<file path="src/esc4w_pkg.sv">
// ----------------------------------------------------------------------------
// esc4w_pkg
// Shared constants, types and the CRC16 byte update for the 4-way command
// responder.
// ----------------------------------------------------------------------------
package esc4w_pkg;

    localparam int IDX_W  = 4;     // response byte index, up to 14 bytes
    localparam int ADDR_W = 5;     // four 64-bit registers at 8-byte stride

    localparam logic [7:0] SYNC_RX = 8'h2f;
    localparam logic [7:0] SYNC_TX = 8'h2e;

    localparam logic [7:0] ACK_OK       = 8'h00;
    localparam logic [7:0] ACK_BADCMD   = 8'h02;
    localparam logic [7:0] ACK_BADPARAM = 8'h09;

    localparam logic [7:0] CMD_KEEPALIVE = 8'h30;
    localparam logic [7:0] CMD_PROTO_VER = 8'h31;
    localparam logic [7:0] CMD_NAME      = 8'h32;
    localparam logic [7:0] CMD_VERSION   = 8'h33;
    localparam logic [7:0] CMD_EXIT      = 8'h34;
    localparam logic [7:0] CMD_INIT      = 8'h37;
    localparam logic [7:0] CMD_SET_MODE  = 8'h3f;

    localparam logic [15:0] CRC_POLY = 16'h1021;

    // Register indexes
    localparam logic [1:0] REG_PROTO_VER = 2'd0;
    localparam logic [1:0] REG_IF_VER    = 2'd1;
    localparam logic [1:0] REG_IF_NAME   = 2'd2;
    localparam logic [1:0] REG_SIGNATURE = 2'd3;

    localparam logic [7:0]  RST_PROTO_VER = 8'd106;
    localparam logic [15:0] RST_IF_VER    = 16'd256;
    localparam logic [47:0] RST_IF_NAME   = 48'd110305219602798;
    localparam logic [15:0] RST_SIGNATURE = 16'd12531;

    typedef struct packed {
        logic             take;   // input beat accepted
        logic             start;  // accepted beat closes a frame
        logic             load;   // load next response byte into output stage
        logic [IDX_W-1:0] idx;    // response byte being loaded
    } esc4w_cmd_t;

    typedef struct packed {
        logic frame_done;  // next accepted byte is the last of a frame
        logic last;        // idx points at the final CRC byte
    } esc4w_stat_t;

    function automatic logic [15:0] crc_byte(input logic [15:0] crc,
                                             input logic [7:0]  b);
        logic [15:0] c;
        c = crc ^ {b, 8'h00};
        for (int i = 0; i < 8; i++) begin
            c = c[15] ? ({c[14:0], 1'b0} ^ CRC_POLY) : {c[14:0], 1'b0};
        end
        return c;
    endfunction

endpackage

</file>
<file path="src/esc4w_ctrl.sv">
// ----------------------------------------------------------------------------
// esc4w_ctrl
// Receive/transmit sequencer: takes input beats, then walks the response
// frame byte by byte into the output stage.
// ----------------------------------------------------------------------------
module esc4w_ctrl (
    input  logic                    aclk,
    input  logic                    aresetn,
    input  logic                    s_valid,
    output logic                    s_ready,
    output logic                    m_valid,
    input  logic                    m_ready,
    input  esc4w_pkg::esc4w_stat_t  stat,
    output esc4w_pkg::esc4w_cmd_t   cmd
);
    import esc4w_pkg::*;

    localparam logic ST_RX = 1'b0;
    localparam logic ST_TX = 1'b1;

    logic             state_reg, state_next;
    logic [IDX_W-1:0] idx_reg, idx_next;
    logic             m_valid_reg, m_valid_next;

    always_comb begin
        cmd.take  = (state_reg == ST_RX) && s_valid;
        cmd.start = cmd.take && stat.frame_done;
        cmd.load  = (state_reg == ST_TX) && (!m_valid_reg || m_ready);
        cmd.idx   = idx_reg;

        state_next = state_reg;
        idx_next   = idx_reg;
        case (state_reg)
            ST_RX: begin
                if (cmd.start) begin
                    state_next = ST_TX;
                    idx_next   = '0;
                end
            end
            ST_TX: begin
                if (cmd.load) begin
                    idx_next = idx_reg + 1'b1;
                    if (stat.last) begin
                        state_next = ST_RX;
                    end
                end
            end
            default: begin
                state_next = ST_RX;
            end
        endcase

        if (cmd.load) begin
            m_valid_next = 1'b1;
        end else if (m_ready) begin
            m_valid_next = 1'b0;
        end else begin
            m_valid_next = m_valid_reg;
        end
    end

    always_ff @(posedge aclk) begin
        if (!aresetn) begin
            state_reg   <= ST_RX;
            idx_reg     <= '0;
            m_valid_reg <= 1'b0;
        end else begin
            state_reg   <= state_next;
            idx_reg     <= idx_next;
            m_valid_reg <= m_valid_next;
        end
    end

    assign s_ready = (state_reg == ST_RX);
    assign m_valid = m_valid_reg;

endmodule

</file>
<file path="src/esc4w_dp.sv">
// ----------------------------------------------------------------------------
// esc4w_dp
// Frame parser, configuration registers, response byte builder, running
// CRC16 and the output byte stage.
// ----------------------------------------------------------------------------
module esc4w_dp (
    input  logic                           aclk,
    input  logic                           aresetn,
    input  logic [7:0]                     s_rx_byte,
    output logic [7:0]                     m_tx_byte,
    output logic                           m_frame_end,
    input  logic                           psel,
    input  logic                           penable,
    input  logic                           pwrite,
    input  logic [esc4w_pkg::ADDR_W-1:0]   paddr,
    input  logic [63:0]                    pwdata,
    output logic [63:0]                    prdata,
    input  esc4w_pkg::esc4w_cmd_t          cmd,
    output esc4w_pkg::esc4w_stat_t         stat
);
    import esc4w_pkg::*;

    localparam logic [1:0] PH_SYNC    = 2'd0;
    localparam logic [1:0] PH_HEADER  = 2'd1;
    localparam logic [1:0] PH_PAYLOAD = 2'd2;

    // Configuration registers
    logic [7:0]  proto_reg;
    logic [15:0] ver_reg;
    logic [47:0] name_reg;
    logic [15:0] sig_reg;
    logic        cfg_wr;
    logic [1:0]  cfg_idx;

    // Parser state
    logic [1:0] phase_reg, phase_next;
    logic [2:0] hc_reg, hc_next;
    logic [7:0] cmd_reg, cmd_next;
    logic [8:0] rem_reg, rem_next;
    logic [7:0] fp_reg, fp_next;
    logic [1:0] mode_reg;
    logic [8:0] rem_dec;
    logic [2:0] hc_inc;

    // Response build
    logic [2:0]      plen;
    logic [7:0]      ack;
    logic [5:0][7:0] pay;
    logic [3:0]      plen_w;
    logic [3:0]      pay_off;
    logic [7:0]      tx_byte;
    logic            crc_upd;
    logic [15:0]     crc_reg;
    logic [7:0]      tx_byte_reg;
    logic            frame_end_reg;

    assign cfg_wr  = psel && penable && pwrite;
    assign cfg_idx = paddr[4:3];

    always_ff @(posedge aclk) begin
        if (!aresetn) begin
            proto_reg <= RST_PROTO_VER;
            ver_reg   <= RST_IF_VER;
            name_reg  <= RST_IF_NAME;
            sig_reg   <= RST_SIGNATURE;
        end else if (cfg_wr) begin
            case (cfg_idx)
                REG_PROTO_VER: proto_reg <= pwdata[7:0];
                REG_IF_VER:    ver_reg   <= pwdata[15:0];
                REG_IF_NAME:   name_reg  <= pwdata[47:0];
                REG_SIGNATURE: sig_reg   <= pwdata[15:0];
                default: begin
                end
            endcase
        end
    end

    always_comb begin
        case (cfg_idx)
            REG_PROTO_VER: prdata = {56'd0, proto_reg};
            REG_IF_VER:    prdata = {48'd0, ver_reg};
            REG_IF_NAME:   prdata = {16'd0, name_reg};
            REG_SIGNATURE: prdata = {48'd0, sig_reg};
            default:       prdata = '0;
        endcase
    end

    // Parser
    assign rem_dec = (rem_reg != 9'd0) ? rem_reg - 9'd1 : rem_reg;
    assign hc_inc  = hc_reg + 3'd1;
    assign stat.frame_done = (phase_reg == PH_PAYLOAD) && (rem_dec == 9'd0);

    always_comb begin
        phase_next = phase_reg;
        hc_next    = hc_reg;
        cmd_next   = cmd_reg;
        rem_next   = rem_reg;
        fp_next    = fp_reg;
        case (phase_reg)
            PH_HEADER: begin
                if (hc_reg == 3'd0) begin
                    cmd_next = s_rx_byte;
                end
                hc_next = hc_inc;
                if (hc_inc >= 3'd4) begin
                    hc_next    = 3'd4;
                    // length byte of zero means 256
                    rem_next   = ((s_rx_byte == 8'd0) ? 9'd256 : {1'b0, s_rx_byte}) + 9'd2;
                    phase_next = PH_PAYLOAD;
                end
            end
            PH_PAYLOAD: begin
                if (hc_reg == 3'd4) begin
                    fp_next = s_rx_byte;
                    hc_next = 3'd5;
                end
                rem_next = rem_dec;
                if (rem_dec == 9'd0) begin
                    phase_next = PH_SYNC;
                    hc_next    = 3'd0;
                end
            end
            default: begin
                phase_next = PH_SYNC;
                if (s_rx_byte == SYNC_RX) begin
                    phase_next = PH_HEADER;
                    hc_next    = 3'd0;
                    fp_next    = 8'd0;
                end
            end
        endcase
    end

    always_ff @(posedge aclk) begin
        if (!aresetn) begin
            phase_reg <= PH_SYNC;
            hc_reg    <= 3'd0;
            cmd_reg   <= 8'd0;
            rem_reg   <= 9'd0;
            fp_reg    <= 8'd0;
            mode_reg  <= 2'd0;
        end else begin
            if (cmd.take) begin
                phase_reg <= phase_next;
                hc_reg    <= hc_next;
                cmd_reg   <= cmd_next;
                rem_reg   <= rem_next;
                fp_reg    <= fp_next;
            end
            if (cmd.start && cmd_reg == CMD_SET_MODE && fp_reg == 8'h01) begin
                mode_reg <= 2'd1;
            end
        end
    end

    // Response payload and ack by command
    always_comb begin
        plen = 3'd1;
        ack  = ACK_OK;
        pay  = '0;
        case (cmd_reg)
            CMD_KEEPALIVE, CMD_EXIT: begin
            end
            CMD_PROTO_VER: begin
                pay[0] = proto_reg;
            end
            CMD_NAME: begin
                plen = 3'd6;
                for (int k = 0; k < 6; k++) begin
                    pay[k] = name_reg[47 - 8*k -: 8];
                end
            end
            CMD_VERSION: begin
                plen   = 3'd2;
                pay[0] = ver_reg[15:8];
                pay[1] = ver_reg[7:0];
            end
            CMD_INIT: begin
                plen   = 3'd4;
                pay[0] = sig_reg[15:8];
                pay[1] = sig_reg[7:0];
                pay[3] = {6'd0, mode_reg};
            end
            CMD_SET_MODE: begin
                if (fp_reg == 8'h01) begin
                    pay[0] = 8'h01;
                end else begin
                    ack = ACK_BADPARAM;
                end
            end
            default: begin
                ack = ACK_BADCMD;
            end
        endcase
    end

    // Byte at idx: sync, cmd, addr hi, addr lo, len, payload, ack, crc hi, crc lo
    assign plen_w  = {1'b0, plen};
    assign pay_off = cmd.idx - 4'd5;

    always_comb begin
        crc_upd = 1'b1;
        if (cmd.idx == 4'd0) begin
            tx_byte = SYNC_TX;
        end else if (cmd.idx == 4'd1) begin
            tx_byte = cmd_reg;
        end else if (cmd.idx < 4'd4) begin
            tx_byte = 8'd0;
        end else if (cmd.idx == 4'd4) begin
            tx_byte = {5'd0, plen};
        end else if (cmd.idx < 4'd5 + plen_w) begin
            tx_byte = pay[pay_off[2:0]];
        end else if (cmd.idx == 4'd5 + plen_w) begin
            tx_byte = ack;
        end else if (cmd.idx == 4'd6 + plen_w) begin
            tx_byte = crc_reg[15:8];
            crc_upd = 1'b0;
        end else begin
            tx_byte = crc_reg[7:0];
            crc_upd = 1'b0;
        end
    end

    assign stat.last = (cmd.idx == 4'd7 + plen_w);

    always_ff @(posedge aclk) begin
        if (cmd.start) begin
            crc_reg <= 16'd0;
        end else if (cmd.load && crc_upd) begin
            crc_reg <= crc_byte(crc_reg, tx_byte);
        end
        if (cmd.load) begin
            tx_byte_reg   <= tx_byte;
            frame_end_reg <= stat.last;
        end
    end

    assign m_tx_byte   = tx_byte_reg;
    assign m_frame_end = frame_end_reg;

endmodule

</file>
<file path="src/esc_4way_command_responder.sv">
// ----------------------------------------------------------------------------
// esc_4way_command_responder
// Answers 4-way interface command frames received one byte per beat.
// ----------------------------------------------------------------------------
// Each input beat takes one cycle while the block is receiving. When the
// last CRC byte of a frame is accepted, s_ready drops and the response
// (9 to 14 bytes: 8 plus the payload length) is built one byte per cycle
// into the output stage while it is not stalled, the CRC16 being advanced
// as each byte up to the ack is loaded; s_ready rises again as the final
// byte enters the output stage. Registers sit at byte addresses 0, 8, 16
// and 24 (protocol version, interface version, name, signature), 64 bits
// wide; write them only while no frame is in flight.
module esc_4way_command_responder (
    input  logic                          aclk,
    input  logic                          aresetn,
    input  logic                          s_valid,
    output logic                          s_ready,
    input  logic [7:0]                    s_rx_byte,
    output logic                          m_valid,
    input  logic                          m_ready,
    output logic [7:0]                    m_tx_byte,
    output logic                          m_frame_end,
    input  logic                          psel,
    input  logic                          penable,
    input  logic                          pwrite,
    input  logic [esc4w_pkg::ADDR_W-1:0]  paddr,
    input  logic [63:0]                   pwdata,
    output logic [63:0]                   prdata,
    output logic                          pready
);
    import esc4w_pkg::*;

    esc4w_cmd_t  cmd;
    esc4w_stat_t stat;

    assign pready = 1'b1;

    esc4w_ctrl u_ctrl (
        .aclk    (aclk),
        .aresetn (aresetn),
        .s_valid (s_valid),
        .s_ready (s_ready),
        .m_valid (m_valid),
        .m_ready (m_ready),
        .stat    (stat),
        .cmd     (cmd)
    );

    esc4w_dp u_dp (
        .aclk        (aclk),
        .aresetn     (aresetn),
        .s_rx_byte   (s_rx_byte),
        .m_tx_byte   (m_tx_byte),
        .m_frame_end (m_frame_end),
        .psel        (psel),
        .penable     (penable),
        .pwrite      (pwrite),
        .paddr       (paddr),
        .pwdata      (pwdata),
        .prdata      (prdata),
        .cmd         (cmd),
        .stat        (stat)
    );

endmodule

</file>
<file path="config.mk">
export PLATFORM = sky130hd
export DESIGN_NAME = esc_4way_command_responder
export DESIGN_NICKNAME = d
export VERILOG_FILES = /design/src/esc4w_pkg.sv /design/src/esc4w_ctrl.sv /design/src/esc4w_dp.sv /design/src/esc_4way_command_responder.sv
export SDC_FILE = /design/constraint.sdc
export NUM_CORES = 1
export LEC_CHECK = 0
export ABC_AREA = 1
export BUFFER_PORTS_ARGS = -buffer_cell sky130_fd_sc_hd__buf_2
export CORE_ASPECT_RATIO = 0.7
export CORE_UTILIZATION = 61
export CTS_CLUSTER_SIZE = 40
export DETAILED_ROUTE_END_ITERATION = 16
export PLACE_DENSITY = 0.93
export SLEW_MARGIN = 25
export SYNTH_ARGS = -nofsm -noshare
export SYNTH_HDL_FRONTEND = slang
export SYNTH_SLANG_ARGS = --single-unit
</file>
<file path="constraint.sdc">
create_clock -name aclk -period 8.3 [get_ports aclk]
set_clock_uncertainty 0.1 [all_clocks]
set_input_delay 0.83 -clock aclk [delete_from_list [all_inputs] [get_ports aclk]]
set_output_delay 0.83 -clock aclk [all_outputs]
set_load 0.05 [all_outputs]
</file>
**After elaboration in Yosys (flattened, before gate mapping)**

Index checks and enable logic that the tools add are counted.

- Bits in registers: 150
- Input bits: 84
- Output and inout bits: 76

- Add/subtract/negate cells: 8
- Magnitude comparators: 4
- Equality and inequality tests: 26
- Multiplexer cells: 58
- Bitwise operators: 11
- Reductions and logical operators: 32

Operator list:

| cell | count |
|---|---|
| 64-bit case mux with 4 select lines | 1 |
| 13-bit 2-to-1 mux | 8 |
| 8-bit 2-to-1 mux | 11 |
| 8-bit by 6-bit == test with 1-bit output (second input constant) | 8 |
| 8-bit case mux with 2 select lines | 3 |
| 8-bit case mux with 5 select lines | 1 |
| 9-bit 2-to-1 mux | 3 |
| 8-bit binary-select mux with 3-bit select | 1 |
| 3-bit inverter | 8 |
| 8-bit case mux with 3 select lines | 1 |
| 9-bit case mux with 2 select lines | 1 |
| 16-bit 2-to-1 mux | 1 |
| 16-bit XOR | 1 |
| 1-bit 2-to-1 mux | 13 |
| 3-bit by 3-bit adder with 4-bit output (first input constant) | 3 |
| 4-bit == test | 3 |
| 3-bit 2-to-1 mux | 4 |
| 4-bit 2-to-1 mux | 3 |
| 3-bit AND reduction | 4 |
| 2-bit AND reduction | 5 |
| 9-bit by 2-bit adder with 9-bit output (second input constant) | 1 |
| 1-bit logical AND | 9 |
| 9-bit zero test | 1 |
| 3-bit case mux with 3 select lines | 1 |
| 34 further kinds | 44 |

**Longest topological paths before layout**

- Word-level depth: 28
- Depth in mapped cells: 28
- Depth with buffers taken out: 27

**By module**

Synthesis repeated with hierarchy kept, for this count alone.

- Cell total of the unflattened synthesis: 1311
- Area total of the unflattened synthesis: 8592.0 sq um

By module, submodules not included:

| module | instances | cells an instance | area an instance (sq um) | sequential area each (sq um) |
|---|---|---|---|---|
| esc4w_dp | 1 | 1268 | 8267.9 | 2972.9 |
| esc4w_ctrl | 1 | 41 | 312.8 | 120.1 |
| esc_4way_command_responder | 1 | 2 | 11.3 | 0.0 |

**Worst setup path before layout**

No wires, ideal clock.

- Path kind: input -> output
- Start: input port paddr[4] (netlist name)
- End: output port prdata[27]
- Data arrival time: 2.402 ns
- Data required time: 7.370 ns
- Setup slack: 4.968 ns
- Stages: 6
- Path buffers: 2
- Cell sequence: inv_1 nor2_1 inv_1 clkbuf_1 buf_1 nor2_1

- Word-level cells in the longest chain between the ends: 2
- Elaborated cells on any way between the ends: 5
- Classes of those cells: eq/ne: 3; mux: 1; reduce/logical: 1

Ends and longest elaborated chain:

| what | RTL line | text |
|---|---|---|
| from (decl) | esc_4way_command_responder.sv:26 | `input logic [esc4w_pkg::ADDR_W-1:0] paddr,` |
| 2-bit == test (tied with other cells) | esc4w_dp.sv:79 | `case (cfg_idx)` |
| 64-bit case mux with 4 select lines (*) | esc4w_dp.sv:79 |  |
| to (decl) | esc_4way_command_responder.sv:28 | `output logic [63:0] prdata,` |

Mark *: on every way between the ends. The rest lies on a longest branch, timed or not. The select of a mux whose other input is x is not followed.

**Final worst setup path**

- Start: register u_dp.cmd_reg[4]
- End: register u_dp.crc_reg[11]

- Word-level cells in the longest chain between the ends: 19
- Elaborated cells on any way between the ends: 40
- Classes of those cells: add/sub: 2; order compare: 1; eq/ne: 7; mux: 28; bitwise: 1; reduce/logical: 1

Ends and longest elaborated chain:

| what | RTL line | text |
|---|---|---|
| from (decl) | esc4w_dp.sv:38 | `logic [7:0] cmd_reg, cmd_next;` |
| from (signal assigned) | esc4w_dp.sv:146 | `cmd_reg <= cmd_next;` |
| 8-bit by 6-bit == test with 1-bit output | esc4w_dp.sv:161 | `case (cmd_reg)` |
| 3-bit case mux with 3 select lines | esc4w_dp.sv:161 |  |
| 3-bit by 3-bit adder with 4-bit output | esc4w_dp.sv:215 | `end else if (cmd.idx == 4'd6 + plen_w) begin` |
| 4-bit == test | esc4w_dp.sv:215 |  |
| 8-bit 2-to-1 mux | esc4w_dp.sv:215 |  |
| 8-bit 2-to-1 mux | esc4w_dp.sv:213 | `end else if (cmd.idx == 4'd5 + plen_w) begin` |
| 8-bit 2-to-1 mux | esc4w_dp.sv:211 | `end else if (cmd.idx < 4'd5 + plen_w) begin` |
| 8-bit 2-to-1 mux | esc4w_dp.sv:209 | `end else if (cmd.idx == 4'd4) begin` |
| 8-bit 2-to-1 mux | esc4w_dp.sv:207 | `end else if (cmd.idx < 4'd4) begin` |
| 8-bit 2-to-1 mux | esc4w_dp.sv:205 | `end else if (cmd.idx == 4'd1) begin` |
| 8-bit 2-to-1 mux | esc4w_dp.sv:203 | `if (cmd.idx == 4'd0) begin` |
| 16-bit XOR | esc4w_pkg.sv:54 | `c = crc ^ {b, 8'h00};` |
| 13-bit 2-to-1 mux (7 in series) | esc4w_pkg.sv:56 | `c = c[15] ? ({c[14:0], 1'b0} ^ CRC_POLY) : {c[14:0], 1'b0};` |
| to (signal assigned) | esc4w_dp.sv:230 | `crc_reg <= crc_byte(crc_reg, tx_byte);` |
| to (decl) | esc4w_dp.sv:53 | `logic [15:0] crc_reg;` |

Several ways; a longest one is shown, not always the timed one. The select of a mux whose other input is x is not followed.
A chain may end at the register's enable or synchronous reset.

==> out/metrics.cfg <==
[run_status]
outcome = finished, final reports clean

[hold_path]
hold_path_class = reg -> reg

[die]
rows = 36
dieHeight_um = 102
io_pins = 160
dieWidth_um = 145
initial_utilization = 0.624
design.die.area_mm2 = 0.0147
core_mm2 = 0.0139

[yosys]
synthCells = 1330
synth_edf_count = 9
ys_types = 45
yosys_register_bits = 150
async_reset_ff_frac = 0
synth_warnings = 0
ys.flop_type = dfxtp_1
postSynthAreaPerCell_um2 = 6.53
yosysSeqAreaShare = 0.356
syn_area_mm2 = 0.00869

[clock_tree]
cts_resized = 0
cts_setup_buffers = 0
cts-buffers-inserted = 17
cts_buffer_depth = 2
clk_pin_slew_ns = 0.06
ctsHoldBuffers = 0
htree_levels = 4
root_buffer = clkbuf_16
cts.sinks = 150
clock_latency_ns = 0.42
cts_tree = yes

[layout]
largest_reg_flops = 48
fillers = 1133
design_area_mm2 = 0.00984
seqCellArea_mm2 = 0.00309
nNetsFinal = 1514
antenna_cells = 0
drive_above_1_share = 0.139
area_delta_synth_final_pct = 13.2
multi_input_area_mm2 = 0.00465

[placed_design]
place_area_mm2 = 0.00927
portBuffers = 123
dp_hpwl_um = 17800
preCtsSetupSlack_ns = 3.34
gp_congestion = 1.00

[routing]
drc_errors = 0
drt-wirelength-per-cell_um = 15.8
via_per_inst = 5.89
drt_wl_total_um = 25500
drtIter0Drc = 1362
vias = 9541
drt_pass1_iterations = 10
ant_nets = 0

[setup_path]
path_class = reg -> reg
crit_arrival_ns = 5.49
worstPathCellList = nand2_1 > nor2_4 > nand2_2 > inv_1 > nor2_1 > ha_1 > o211ai_1 > nand2_1 > inv_1 > nor2_1 > inv_1 > o21ai_2 > inv_1 > o21ai_0 > o21bai_1 > inv_1
reg2reg_from = u_dp.cmd_reg[4]$_SDFFE_PN0P_
regToRegSetupSlack_ns = 3.01
worstSetupEndpointType = flop
r2r.worst_path.cells = 16
start_kind = flop
slowest_stage = nor2_4
cp.required_ns = 8.51
critPathCapture = u_dp.crc_reg[11]$_SDFFE_PP0P_
max_stage_delay_ns = 0.80
crit_start = u_dp.cmd_reg[4]$_SDFFE_PN0P_
cp_max_fo = 44
critPathMostFrequentCell = inv_1
timing.rr.end = u_dp.crc_reg[11]$_SDFFE_PP0P_

[global_routing]
grt_max_degree = 105
first_global_vias = 8308
gr-total-overflow = 0
track_usage = 0.351
antenna_found_initial = 0
grt_first_pass_wirelength_um = 40300

[timing]
slew_headroom = 0.312
setup-violations-final = 0
finalHoldViolCount = 0
finalWorstSetupSlack_ns = 3.01
tightest_slew_ns = 1.03
final_max_slew_viol_count = 0
rsz0062_at_grt = false
tns_ns = 0
period_needed_ns = 5.29
clock.fmax_ghz = 0.189
fin_crit_sh = 0.637

[power_and_ir_drop]
leakage_nw = 4.77
power_density_mw_per_mm2 = 211
vdd_ir_drop_max_uv = 165

[flow_run]
cap_violations = 0

==> how the worst min path moves through the flow <==
stage	start	endpoint	slack (ns)	depth (start not counted)
after global routing	u_dp.rem_reg[8]$_SDFFE_PN0P_	u_dp.rem_reg[8]$_SDFFE_PN0P_	0.39	2
after floorplan	u_dp.mode_reg[0]$_SDFFE_PN0P_	u_dp.mode_reg[0]$_SDFFE_PN0P_	0.34	2
after detailed placement	u_dp.fp_reg[2]$_SDFFE_PN0P_	u_dp.fp_reg[2]$_SDFFE_PN0P_	0.36	2
after CTS	u_dp.fp_reg[2]$_SDFFE_PN0P_	u_dp.fp_reg[2]$_SDFFE_PN0P_	0.37	2
final	u_dp.fp_reg[2]$_SDFFE_PN0P_	u_dp.fp_reg[2]$_SDFFE_PN0P_	0.36	2
after global placement	u_dp.fp_reg[2]$_SDFFE_PN0P_	u_dp.fp_reg[2]$_SDFFE_PN0P_	0.35	2
==> routing by layer <==
| layer | wire [um] | global-route usage | vias up |
|---|---|---|---|
| met5 | 0 | 0 | - |
| met4 | 790 | 0.135 | 0 |
| met3 | 3370 | 0.0956 | 109 |
| met2 | 10300 | 0.516 | 713 |
| met1 | 11100 | 0.491 | 4224 |
| li1 | - | - | 4495 |
==> power by group <==
| part | internal, mW | total, mW | switching, mW | leakage [nW] |
|---|---|---|---|---|
| registers | 0.781 | 0.831 | 0.0507 | 1.23 |
| clock network | 0.428 | 0.737 | 0.308 | 0.281 |
| logic | 0.156 | 0.506 | 0.350 | 3.27 |
==> cell usage in the layout, fill, tap and decap left out, drive strengths merged <==
| cell | Yosys | final |
|---|---|---|
| nand2 | 331 | 331 |
| inv | 167 | 170 |
| nor2 | 150 | 150 |
| dfxtp | 141 | 141 |
| buf | 32 | 130 |
| nand3 | 128 | 128 |
| o21ai | 113 | 113 |
| a21oi | 78 | 78 |
| o211ai | 46 | 46 |
| nand4 | 21 | 21 |
| clkbuf | 45 | 20 |
| conb | 2 | 17 |
| ha | 13 | 13 |
| nor3 | 10 | 10 |
| edfxtp | 9 | 9 |
| clkinv | 2 | 9 |
| a221oi | 6 | 6 |
| xor2 | 6 | 6 |
| o21bai | 5 | 5 |
| o2111ai | 3 | 3 |
| nand3b | 3 | 3 |
| xnor2 | 3 | 3 |
| a31oi | 3 | 3 |
| nor4 | 3 | 3 |
| o221ai | 2 | 2 |
| o41ai | 2 | 2 |
| a211oi | 2 | 2 |
| and2 | 1 | 1 |
| o22ai | 1 | 1 |
| a2111oi | 1 | 1 |
| and3 | 1 | 1 |
| bufinv | 0 | 1 |
==> cell usage after synthesis, types with 5 or more instances <==
| master | n | area (um2) |
|---|---|---|
| nand2_1 | 310 | 1160 |
| inv_1 | 163 | 612 |
| nor2_1 | 145 | 544 |
| dfxtp_1 | 141 | 2820 |
| nand3_1 | 124 | 621 |
| o21ai_0 | 108 | 541 |
| a21oi_1 | 78 | 390 |
| clkbuf_1 | 45 | 169 |
| o211ai_1 | 45 | 338 |
| nand4_1 | 21 | 131 |
| nand2_2 | 18 | 113 |
| buf_4 | 17 | 128 |
| ha_1 | 13 | 163 |
| nor3_1 | 10 | 50.1 |
| edfxtp_1 | 9 | 270 |
| buf_2 | 8 | 40.0 |
| a221oi_1 | 6 | 52.6 |
| xor2_1 | 6 | 52.6 |
| o21bai_1 | 5 | 37.5 |
==> worst max-delay path: cells and delay by family, from the launching register on <==
family                   cells  cell delay [ns]
buffers and inverters        5             1.26
AO/OA/AOI/OAI                4             0.98
AND/OR/NAND/NOR              6             2.09
adder cells (fa/ha/maj)      1             0.34
flip-flops                   1             0.37
==> kinds of logic (layout without fill, tap and decap cells) <==
family	Yosys count	in the layout	share of synthesized area
DFF	150	150	0.356
xor gates and xnor gates	9	9	0.00907
buffers and inverters	246	330	0.117
adders and majority gates	13	13	0.0187
other	2	17	0.000864
AOI/OAI and AO/OA	262	262	0.174
and+or+nand+nor	648	648	0.324
==> stage by stage <==
step / total power, mW / hold slack, ns / util / instances
floorplan: 1.22 / 0.340 / - / 1345
global placement: 1.32 / 0.349 / 0.666 / 1588
detailed placement: 1.33 / 0.357 / 0.666 / 1588
CTS: 2.06 / 0.366 / 0.706 / 1619
global route: 2.17 / 0.385 / 0.707 / 1619
finish: 2.07 / 0.363 / 0.707 / 1619
==> cell type report <==
cell class | count | share of cell area
multi-input combinational | 949 | 0.473
tap | 190 | 0.0242
inverter | 169 | 0.0645
clock buffer | 20 | 0.0464
timing repair buffer | 130 | 0.0679
clock inverter | 11 | 0.0102
sequential | 150 | 0.314
Note: power is estimated with default switching activity, not from simulation.
